==> config.mk <==
export PLATFORM = sky130hd
export DESIGN_NAME = software_timer_table
export DESIGN_NICKNAME = d
export VERILOG_FILES = /design/src/rtl/stt_pkg.sv /design/src/rtl/software_timer_table.sv /design/src/rtl/stt_ram.sv /design/src/rtl/stt_entry_unit.sv
export VERILOG_INCLUDE_DIRS = /design/src /design/src/rtl
export SDC_FILE = /design/constraint.sdc
export NUM_CORES = 2
export LEC_CHECK = 0
export ABC_AREA = 1
export BUFFER_PORTS_ARGS = -buffer_cell sky130_fd_sc_hd__buf_4
export CORE_AREA = 3 3 422 424
export DETAILED_ROUTE_END_ITERATION = 6
export DIE_AREA = 0 0 425 427
export PLACE_DENSITY = 0.56
export SYNTH_ARGS = -nofsm -noshare
export SYNTH_HDL_FRONTEND = slang
export SYNTH_SLANG_ARGS = --single-unit
==> constraint.sdc <==
create_clock -name clk -period 13.8 [get_ports clk]
set_input_delay 0 -clock clk [delete_from_list [all_inputs] [get_ports clk]]
set_output_delay 0 -clock clk [all_outputs]
set_load 0.005 [all_outputs]
==> src/rtl/software_timer_table_defines.svh <==
`ifndef SOFTWARE_TIMER_TABLE_DEFINES_SVH
`define SOFTWARE_TIMER_TABLE_DEFINES_SVH

// same-cycle implication, clocked on clk, off during reset
`define STT_ASSERT_NOW(label, trig, cons, msg) \
  label: assert property (@(posedge clk) disable iff (rst) (trig) |-> (cons)) \
    else $error(msg);

// next-cycle implication, clocked on clk, off during reset
`define STT_ASSERT_NEXT(label, trig, cons, msg) \
  label: assert property (@(posedge clk) disable iff (rst) (trig) |=> (cons)) \
    else $error(msg);

`endif

==> src/rtl/stt_pkg.sv <==
package stt_pkg;

  localparam int MAX_TIMERS = 16;
  localparam int ID_BITS    = 16;

  localparam int IDX_W   = $clog2(MAX_TIMERS);
  localparam int CNT_W   = $clog2(MAX_TIMERS + 1);
  localparam int COUNT_W = 28;
  localparam int TPS_W   = 16;
  localparam int SEC_W   = 12;
  localparam int ACT_W   = 8;
  localparam int TASK_W  = 16;
  localparam int RID_W   = 16;
  localparam int CMP_W   = (ID_BITS > TASK_W) ? ID_BITS : TASK_W;

  localparam logic [TPS_W-1:0] TPS_RESET = 16'd60;

  typedef enum logic [1:0] {
    CMD_TICK,
    CMD_ADD_ONESHOT,
    CMD_ADD_PERIODIC,
    CMD_REMOVE
  } cmd_t;

  typedef enum logic [1:0] {
    KIND_FIRED,
    KIND_CREATED,
    KIND_REMOVED,
    KIND_FULL
  } kind_t;

  typedef enum logic [1:0] {
    S_IDLE,
    S_ADD,
    S_WALK,
    S_FLUSH
  } state_t;

  typedef struct packed {
    logic [ID_BITS-1:0] ident;
    logic [COUNT_W-1:0] reload;
    logic [COUNT_W-1:0] remaining;
    logic               periodic;
    logic [ACT_W-1:0]   action;
  } entry_t;

  typedef struct packed {
    kind_t            kind;
    logic [RID_W-1:0] id;
    logic [ACT_W-1:0] action;
    logic             found;
  } result_t;

  // what the entry unit decided for the entry it looked at
  typedef struct packed {
    logic keep;
    logic fire;
    logic match;
  } verdict_t;

  function automatic logic [RID_W-1:0] id_to_result(input logic [ID_BITS-1:0] ident);
    logic [CMP_W-1:0] wide;
    wide = CMP_W'(ident);
    return wide[RID_W-1:0];
  endfunction

  function automatic logic id_match(input logic [ID_BITS-1:0] ident,
                                    input logic [TASK_W-1:0] tid);
    return CMP_W'(ident) == CMP_W'(tid);
  endfunction

endpackage

==> src/rtl/software_timer_table.sv <==
// channel   | handshake                  | payload
// ----------+----------------------------+-------------------------------------------
// input     | in_valid / in_stall        | command, seconds, action_code, task_id
// output    | out_valid / out_stall      | kind, result_id, fired_action, found, last
// config    | psel penable pwrite pready | paddr, pwdata, prdata
//
// add: accept, then multiply and table write, then result post
// tick and remove: one entry per cycle unless the walk is held (an empty-table tick goes straight back to idle)
// a firing with a result already pending and the output register stalled holds the walk
// in_stall stays high from acceptance until the last result, if any, sits in the output register
// reset empties the table, restarts ids at zero and sets ticks_per_second to 60; the ram is
// not cleared, only entries below entry_count are read
`include "software_timer_table_defines.svh"

module software_timer_table
  import stt_pkg::*;
(
  input  logic              clk,
  input  logic              rst,

  input  logic              in_valid,
  output logic              in_stall,
  input  logic [1:0]        command,
  input  logic [SEC_W-1:0]  seconds,
  input  logic [ACT_W-1:0]  action_code,
  input  logic [TASK_W-1:0] task_id,

  output logic              out_valid,
  input  logic              out_stall,
  output logic [1:0]        kind,
  output logic [RID_W-1:0]  result_id,
  output logic [ACT_W-1:0]  fired_action,
  output logic              found,
  output logic              last,

  input  logic              psel,
  input  logic              penable,
  input  logic              pwrite,
  input  logic [2:0]        paddr,
  input  logic [31:0]       pwdata,
  output logic [31:0]       prdata,
  output logic              pready
);

  localparam logic REG_TPS = 1'b0;
  localparam int   EW      = $bits(entry_t);

  state_t            state, state_next;
  cmd_t              cmd_r;
  logic [SEC_W-1:0]  sec_r;
  logic [ACT_W-1:0]  act_r;
  logic [TASK_W-1:0] tid_r;
  logic [TPS_W-1:0]  tps;

  logic [CNT_W-1:0]   entry_count;
  logic [ID_BITS-1:0] next_id;
  logic [CNT_W-1:0]   rd_ptr, wr_ptr;
  logic [CNT_W-1:0]   rd_succ, wr_succ;

  result_t pend;
  logic    pend_valid;
  result_t out_r;
  logic    out_last;

  logic    in_accept, cfg_write, out_free, full, walk_go, walk_end;
  logic    out_load, load_last;
  result_t fired_res;

  logic [COUNT_W-1:0] sec_ext, tps_ext, add_count;
  entry_t             new_entry, ent_in, ent_out;
  verdict_t           verdict;

  logic             ram_we, ram_re;
  logic [IDX_W-1:0] ram_waddr, ram_raddr;
  logic [EW-1:0]    ram_wdata, ram_rdata;

  // ---------------------------------------------------------------- config
  assign pready    = 1'b1;
  assign cfg_write = psel && penable && pwrite && pready;
  assign prdata    = (paddr[2] == REG_TPS) ? 32'(tps) : 32'd0;

  // ---------------------------------------------------------------- datapath
  assign in_stall  = (state != S_IDLE);
  assign in_accept = in_valid && !in_stall;
  assign out_free  = !out_valid || !out_stall;
  assign full      = (entry_count == CNT_W'(MAX_TIMERS));
  assign rd_succ   = rd_ptr + CNT_W'(1);
  assign wr_succ   = verdict.keep ? wr_ptr + CNT_W'(1) : wr_ptr;
  assign walk_end  = (rd_succ == entry_count);

  assign sec_ext   = COUNT_W'(sec_r);
  assign tps_ext   = COUNT_W'(tps);
  assign add_count = sec_ext * tps_ext;

  always_comb begin
    new_entry.ident     = next_id;
    new_entry.reload    = add_count;
    new_entry.remaining = add_count;
    new_entry.periodic  = (cmd_r == CMD_ADD_PERIODIC);
    new_entry.action    = act_r;
  end

  assign ent_in = entry_t'(ram_rdata);

  stt_entry_unit u_unit (
    .mode_remove (cmd_r == CMD_REMOVE),
    .hit_in      (pend.found),
    .task_id     (tid_r),
    .ent_in      (ent_in),
    .ent_out     (ent_out),
    .verdict     (verdict)
  );

  always_comb begin
    fired_res.kind   = KIND_FIRED;
    fired_res.id     = id_to_result(ent_in.ident);
    fired_res.action = ent_in.action;
    fired_res.found  = 1'b0;
  end

  // a firing with an earlier one still pending must push that one out first
  assign walk_go = !(verdict.fire && pend_valid && !out_free);

  stt_ram #(
    .WIDTH (EW),
    .DEPTH (MAX_TIMERS)
  ) u_ram (
    .clk   (clk),
    .we    (ram_we),
    .waddr (ram_waddr),
    .wdata (ram_wdata),
    .re    (ram_re),
    .raddr (ram_raddr),
    .rdata (ram_rdata)
  );

  // ---------------------------------------------------------------- sequencer
  always_ff @(posedge clk) begin
    if (rst) begin
      state <= S_IDLE;
    end else begin
      state <= state_next;
    end
  end

  always_comb begin
    state_next = state;
    ram_we     = 1'b0;
    ram_waddr  = wr_ptr[IDX_W-1:0];
    ram_wdata  = EW'(ent_out);
    ram_re     = 1'b0;
    ram_raddr  = rd_succ[IDX_W-1:0];
    out_load   = 1'b0;
    load_last  = 1'b0;
    unique case (state)
      S_IDLE: begin
        if (in_accept) begin
          unique case (cmd_t'(command))
            CMD_ADD_ONESHOT, CMD_ADD_PERIODIC: begin
              state_next = S_ADD;
            end
            CMD_REMOVE: begin
              state_next = (entry_count == '0) ? S_FLUSH : S_WALK;
            end
            CMD_TICK: begin
              state_next = (entry_count == '0) ? S_IDLE : S_WALK;
            end
            default: ;
          endcase
          ram_re    = (entry_count != '0);
          ram_raddr = '0;
        end
      end
      S_ADD: begin
        ram_we     = !full;
        ram_waddr  = entry_count[IDX_W-1:0];
        ram_wdata  = EW'(new_entry);
        state_next = S_FLUSH;
      end
      S_WALK: begin
        if (walk_go) begin
          ram_we   = verdict.keep;
          ram_re   = !walk_end;
          out_load = verdict.fire && pend_valid;
          if (walk_end) begin
            state_next = S_FLUSH;
          end
        end
      end
      S_FLUSH: begin
        if (!pend_valid) begin
          state_next = S_IDLE;
        end else if (out_free) begin
          out_load   = 1'b1;
          load_last  = 1'b1;
          state_next = S_IDLE;
        end
      end
      default: state_next = S_IDLE;
    endcase
  end

  // ---------------------------------------------------------------- registers
  always_ff @(posedge clk) begin
    if (in_accept) begin
      cmd_r <= cmd_t'(command);
      sec_r <= seconds;
      act_r <= action_code;
      tid_r <= task_id;
    end
    if (out_load) begin
      out_r    <= pend;
      out_last <= load_last;
    end
  end

  always_ff @(posedge clk) begin
    if (rst) begin
      tps         <= TPS_RESET;
      entry_count <= '0;
      next_id     <= '0;
      rd_ptr      <= '0;
      wr_ptr      <= '0;
      pend_valid  <= 1'b0;
      out_valid   <= 1'b0;
    end else begin
      if (cfg_write && paddr[2] == REG_TPS) begin
        tps <= pwdata[TPS_W-1:0];
      end
      if (out_load) begin
        out_valid <= 1'b1;
      end else if (!out_stall) begin
        out_valid <= 1'b0;
      end
      unique case (state)
        S_IDLE: begin
          if (in_accept) begin
            rd_ptr      <= '0;
            wr_ptr      <= '0;
            pend_valid  <= (cmd_t'(command) == CMD_REMOVE);
            pend.kind   <= KIND_REMOVED;
            pend.id     <= task_id;
            pend.action <= '0;
            pend.found  <= 1'b0;
          end
        end
        S_ADD: begin
          pend_valid  <= 1'b1;
          pend.action <= '0;
          pend.found  <= 1'b0;
          if (full) begin
            pend.kind <= KIND_FULL;
            pend.id   <= '0;
          end else begin
            pend.kind   <= KIND_CREATED;
            pend.id     <= id_to_result(next_id);
            entry_count <= entry_count + CNT_W'(1);
            next_id     <= next_id + ID_BITS'(1);
          end
        end
        S_WALK: begin
          if (walk_go) begin
            rd_ptr <= rd_succ;
            wr_ptr <= wr_succ;
            if (verdict.match) begin
              pend.found <= 1'b1;
            end
            if (verdict.fire) begin
              pend       <= fired_res;
              pend_valid <= 1'b1;
            end
            if (walk_end) begin
              entry_count <= wr_succ;
            end
          end
        end
        S_FLUSH: begin
          if (!pend_valid || out_free) begin
            pend_valid <= 1'b0;
          end
        end
        default: ;
      endcase
    end
  end

  assign kind         = out_r.kind;
  assign result_id    = out_r.id;
  assign fired_action = out_r.action;
  assign found        = out_r.found;
  assign last         = out_last;

  // ---------------------------------------------------------------- checks
  `STT_ASSERT_NOW(a_count_max, 1'b1, entry_count <= CNT_W'(MAX_TIMERS), "entry count above table size")
  `STT_ASSERT_NOW(a_walk_ptrs, state == S_WALK, (wr_ptr <= rd_ptr) && (rd_ptr < entry_count), "walk pointers out of order")
  `STT_ASSERT_NEXT(a_add_post, state == S_ADD, (state == S_FLUSH) && pend_valid, "add did not post its result")
  `STT_ASSERT_NOW(a_idle_clean, state == S_IDLE, !pend_valid, "pending result left behind in idle")

endmodule

==> src/rtl/stt_ram.sv <==
module stt_ram #(
  parameter int WIDTH = 8,
  parameter int DEPTH = 16
) (
  input  logic                             clk,
  input  logic                             we,
  input  logic [$clog2(DEPTH)-1:0]         waddr,
  input  logic [WIDTH-1:0]                 wdata,
  input  logic                             re,
  input  logic [$clog2(DEPTH)-1:0]         raddr,
  output logic [WIDTH-1:0]                 rdata
);

  logic [WIDTH-1:0] mem [DEPTH];

  always_ff @(posedge clk) begin
    if (we) begin
      mem[waddr] <= wdata;
    end
    if (re) begin
      rdata <= mem[raddr];
    end
  end

endmodule

==> src/rtl/stt_entry_unit.sv <==
module stt_entry_unit
  import stt_pkg::*;
(
  input  logic              mode_remove,
  input  logic              hit_in,
  input  logic [TASK_W-1:0] task_id,
  input  entry_t            ent_in,
  output entry_t            ent_out,
  output verdict_t          verdict
);

  logic zero;

  always_comb begin
    zero    = (ent_in.remaining == '0);
    ent_out = ent_in;
    verdict = '0;
    if (mode_remove) begin
      // only the earliest matching entry goes
      verdict.match = !hit_in && id_match(ent_in.ident, task_id);
      verdict.keep  = !verdict.match;
    end else begin
      verdict.fire      = zero;
      verdict.keep      = !zero || ent_in.periodic;
      ent_out.remaining = zero ? ent_in.reload : ent_in.remaining - COUNT_W'(1);
    end
  end

endmodule

==> reports/metrics.yaml <==
status:
  outcome: "complete, no violations"
setup_path:
  critPathLaunchType: "register"
  arrival_ps: 7300
  crit_type: "register to register"
  reg2reg_from: "sec_r[3]$_DFFE_PP_"
  startpoint: "sec_r[3]$_DFFE_PP_"
  cp_max_fo: 16
  cp-end-kind: "register"
  critical_path_required_ps: 14350
die:
  core_mm2: 0.174
  num_rows: 153
  dieArea_mm2: 0.181
  die_x_um: 425
  die_y_um: 427
  ios: 143
  start_util: 0.389
detailed_routing:
  via_count: 44900
  via_per_inst: 5.44
  drt_wl_total_mm: 192
  dr.pass1.iters: 6
  routedWlPerCell_um: 23.2
  drt_iter0_markers: 4387
  ant_nets: 0
  drc: 0
sta:
  min_period_ps: 6750
  hold_viol: 0
  fin_ws_ps: 7050
  period_share: 0.489
  clock_skew_ps: 39.1
  slew_headroom: 0.155
  setup_total_negative_slack_ps: 0
  rsz0062_at_grt: "false"
  holdWs_ps: 75.0
  worst_slew_pin_slew_ps: 1260
  setup_viol_count_final: 0
  max_freq_ghz: 0.148
  report.final.slew_viol_count: 0
hold_path:
  hp-start: "pwdata[8]"
  hold_path.class: "input pin to register"
placed_design:
  preCtsSetupSlack_ps: 7070
  numPortBuffers: 107
  hpwl_mm: 99.6
  placed_cells: 7846
  place.gp.congestion: 0.840
  placed_cell_area_mm2: 0.0712
grt:
  grt_pass1_vias: 43400
  grt_antenna_before_repair: 2
  grt_max_degree: 211
  overflow: 0
  grt_pass1_wl_mm: 284
  grtUsageTotal: 0.209
layout:
  multi_input_area_mm2: 0.0198
  area_delta_synth_final_pct: 13.9
  diodes: 0
  fill_cells: 15900
  regArea_mm2: 0.0452
  nNetsFinal: 6094
  postLayoutCellArea_mm2: 0.0772
  layout.cells.non_filler: 8245
  drive_gt1_frac: 0.0943
synthesis:
  synth_area_mm2: 0.0678
  synth_top_area_frac: 0.651
  yosysUniqueCellTypes: 53
  synth_area_leader_cell: "edfxtp_1"
  synth.most_common_cell: "edfxtp_1"
  synth_edf_count: 1470
  avgSynthCellArea_um2: 12.0
  async_flop_share: 0
  ys_warn_count: 0
  synth_area_leaders: "edfxtp_1 65%, nor2_1 5.5%, fa_1 4.1%"
  netlist_instances: 5656
  synth-seq-area-share: 0.666
  synth_flop_cell: "edfxtp_1"
  synth_common_cells: "1470 x edfxtp_1, 1000 x nor2_1, 629 x nand2_1"
  ys_ff_latch: 1521
power_and_ir_drop:
  intPower_w: 0.0106
  p_clk_frac: 0.242
  switchingPower_w: 0.00634
  pwr-share-seq: 0.412
  combPwrFrac: 0.345
  p_sw_frac: 0.374
  p_per_area_mw_per_mm2: 219
  irDropWorstVdd_uv: 219
  cellLeakagePower_nw: 27.8
clocking:
  clockBufferDepth: 3
  cts_setup_buffers: 0
  cts_tree: "yes"
  clock-root-buffer: "clkbuf_16"
  cts.clk_slew.worst_paths_ps: 60
  cts_max_level: 4
  cts_buffers: 159
  clock_latency_ps: 820
  numClockSinks: 1521
run:
  maxCapViolations: 0
power groups by stage:
stage,registers (W),logic (W),clock network (W)
floorplan,0.00696,0.00377,0
global placement,0.00707,0.00572,0
detailed placement,0.00708,0.00579,0
CTS,0.00698,0.00586,0.00418
global route,0.00703,0.00653,0.00437
finish,0.00699,0.00585,0.00410
cells in the final DEF, fill, tap and decap left out, drive strengths merged, types with 2 or more instances in the layout:
| cell type | n |
|---|---|
| o311ai | 160 |
| o21bai | 2 |
| o21ai | 533 |
| xnor2 | 12 |
| nor4 | 4 |
| a31oi | 17 |
| mux2i | 84 |
| dfxtp | 51 |
| bufinv | 7 |
| o221ai | 82 |
| a21o | 2 |
| nand4 | 31 |
| ha | 79 |
| or2 | 87 |
| edfxtp | 1470 |
| o22ai | 84 |
| fa | 140 |
| a211oi | 3 |
| o211ai | 95 |
| nor3b | 2 |
| clkinvlp | 3 |
| nand2 | 633 |
| a21boi | 4 |
| a21oi | 82 |
| clkinv | 64 |
| buf | 209 |
| clkbuf | 203 |
| nand3 | 165 |
| nor3 | 24 |
| nor2 | 1009 |
| xor2 | 16 |
| nand3b | 6 |
| o31ai | 2 |
| inv | 422 |
| conb | 17 |
| dlygate4sd3 | 113 |
what timing repair did:
item                                   in CTS  in global routing
endpoints found under the hold margin     107                  0
hold buffers                              113                  0
gates resized for setup                     0                  0
critical path: stages, from the launching register on:
cell and delay, ps:
edfxtp_1 830, nand2_1 170, fa_1 550, fa_1 410, inv_1 80, fa_1 430
fa_1 560, inv_1 60, fa_1 480, inv_1 50, ha_1 330, a21oi_1 260
a21boi_1 290, o21ai_0 220, o21ai_0 840, o21ai_0 590, buf_4 330
final cells by class:
| class | instances | share of cell area |
|---|---|---|
| flip-flops and latches | 1521 | 0.585 |
| multi-input cells | 3378 | 0.257 |
| clock buffers | 203 | 0.0542 |
| well taps | 2325 | 0.0377 |
| repair buffers | 322 | 0.0364 |
| inverters | 413 | 0.0205 |
| clock inverters | 83 | 0.00978 |
cells by family (layout without fill, tap and decap cells):
family                   count (synthesis)  in the layout  synth area share
AO/OA/AOI/OAI                         1068           1068            0.0984
XOR/XNOR                                28             28           0.00361
adder cells (fa/ha/maj)                219            219            0.0559
buffers and inverters                  772           1021            0.0454
flip-flops                            1521           1521             0.666
multiplexers                            84             84            0.0124
other                                    2             17          0.000111
AND/OR/NAND/NOR                       1962           1962             0.119
registers in the layout, indices dropped and copies added, names as in the netlist:
register,count
u_ram.mem,1296
pend,27
pend_valid,1
entry_count,5
next_id,16
out_valid,1
act_r,8
sec_r,12
cmd_r,2
result_id,16
tid_r,16
kind,2
rd_ptr,5
found,1
wr_ptr,5
u_ram.rdata,81
last,1
state,2
fired_action,8
tps,16
per-layer routing:
metal | vias to the layer above | part of all wire | track usage
li1 | 20400 | - | -
met1 | 22500 | 0.44 | 0.292
met2 | 1669 | 0.47 | 0.341
met3 | 298 | 0.063 | 0.0278
met4 | 0 | 0.024 | 0.0571
met5 | - | 0 | 0
per-stage QoR:
step                      utilization  total power (W)
after floorplan                     -           0.0107
after global placement          0.409           0.0128
after detailed placement        0.409           0.0129
after CTS                       0.443           0.0170
after global routing            0.443           0.0179
final                           0.443           0.0169
worst paths after layout:
path	to	slack (ps)	cells past startpoint
min	tps[8]$_SDFFE_PP0P_	70	4
max reg2reg	u_ram.mem[13][21]$_DFFE_PP_	7050	16
min reg2reg	result_id[11]$_DFFE_PP_	420	0
max	u_ram.mem[13][21]$_DFFE_PP_	7050	16
(Power assumes the default switching activity.)
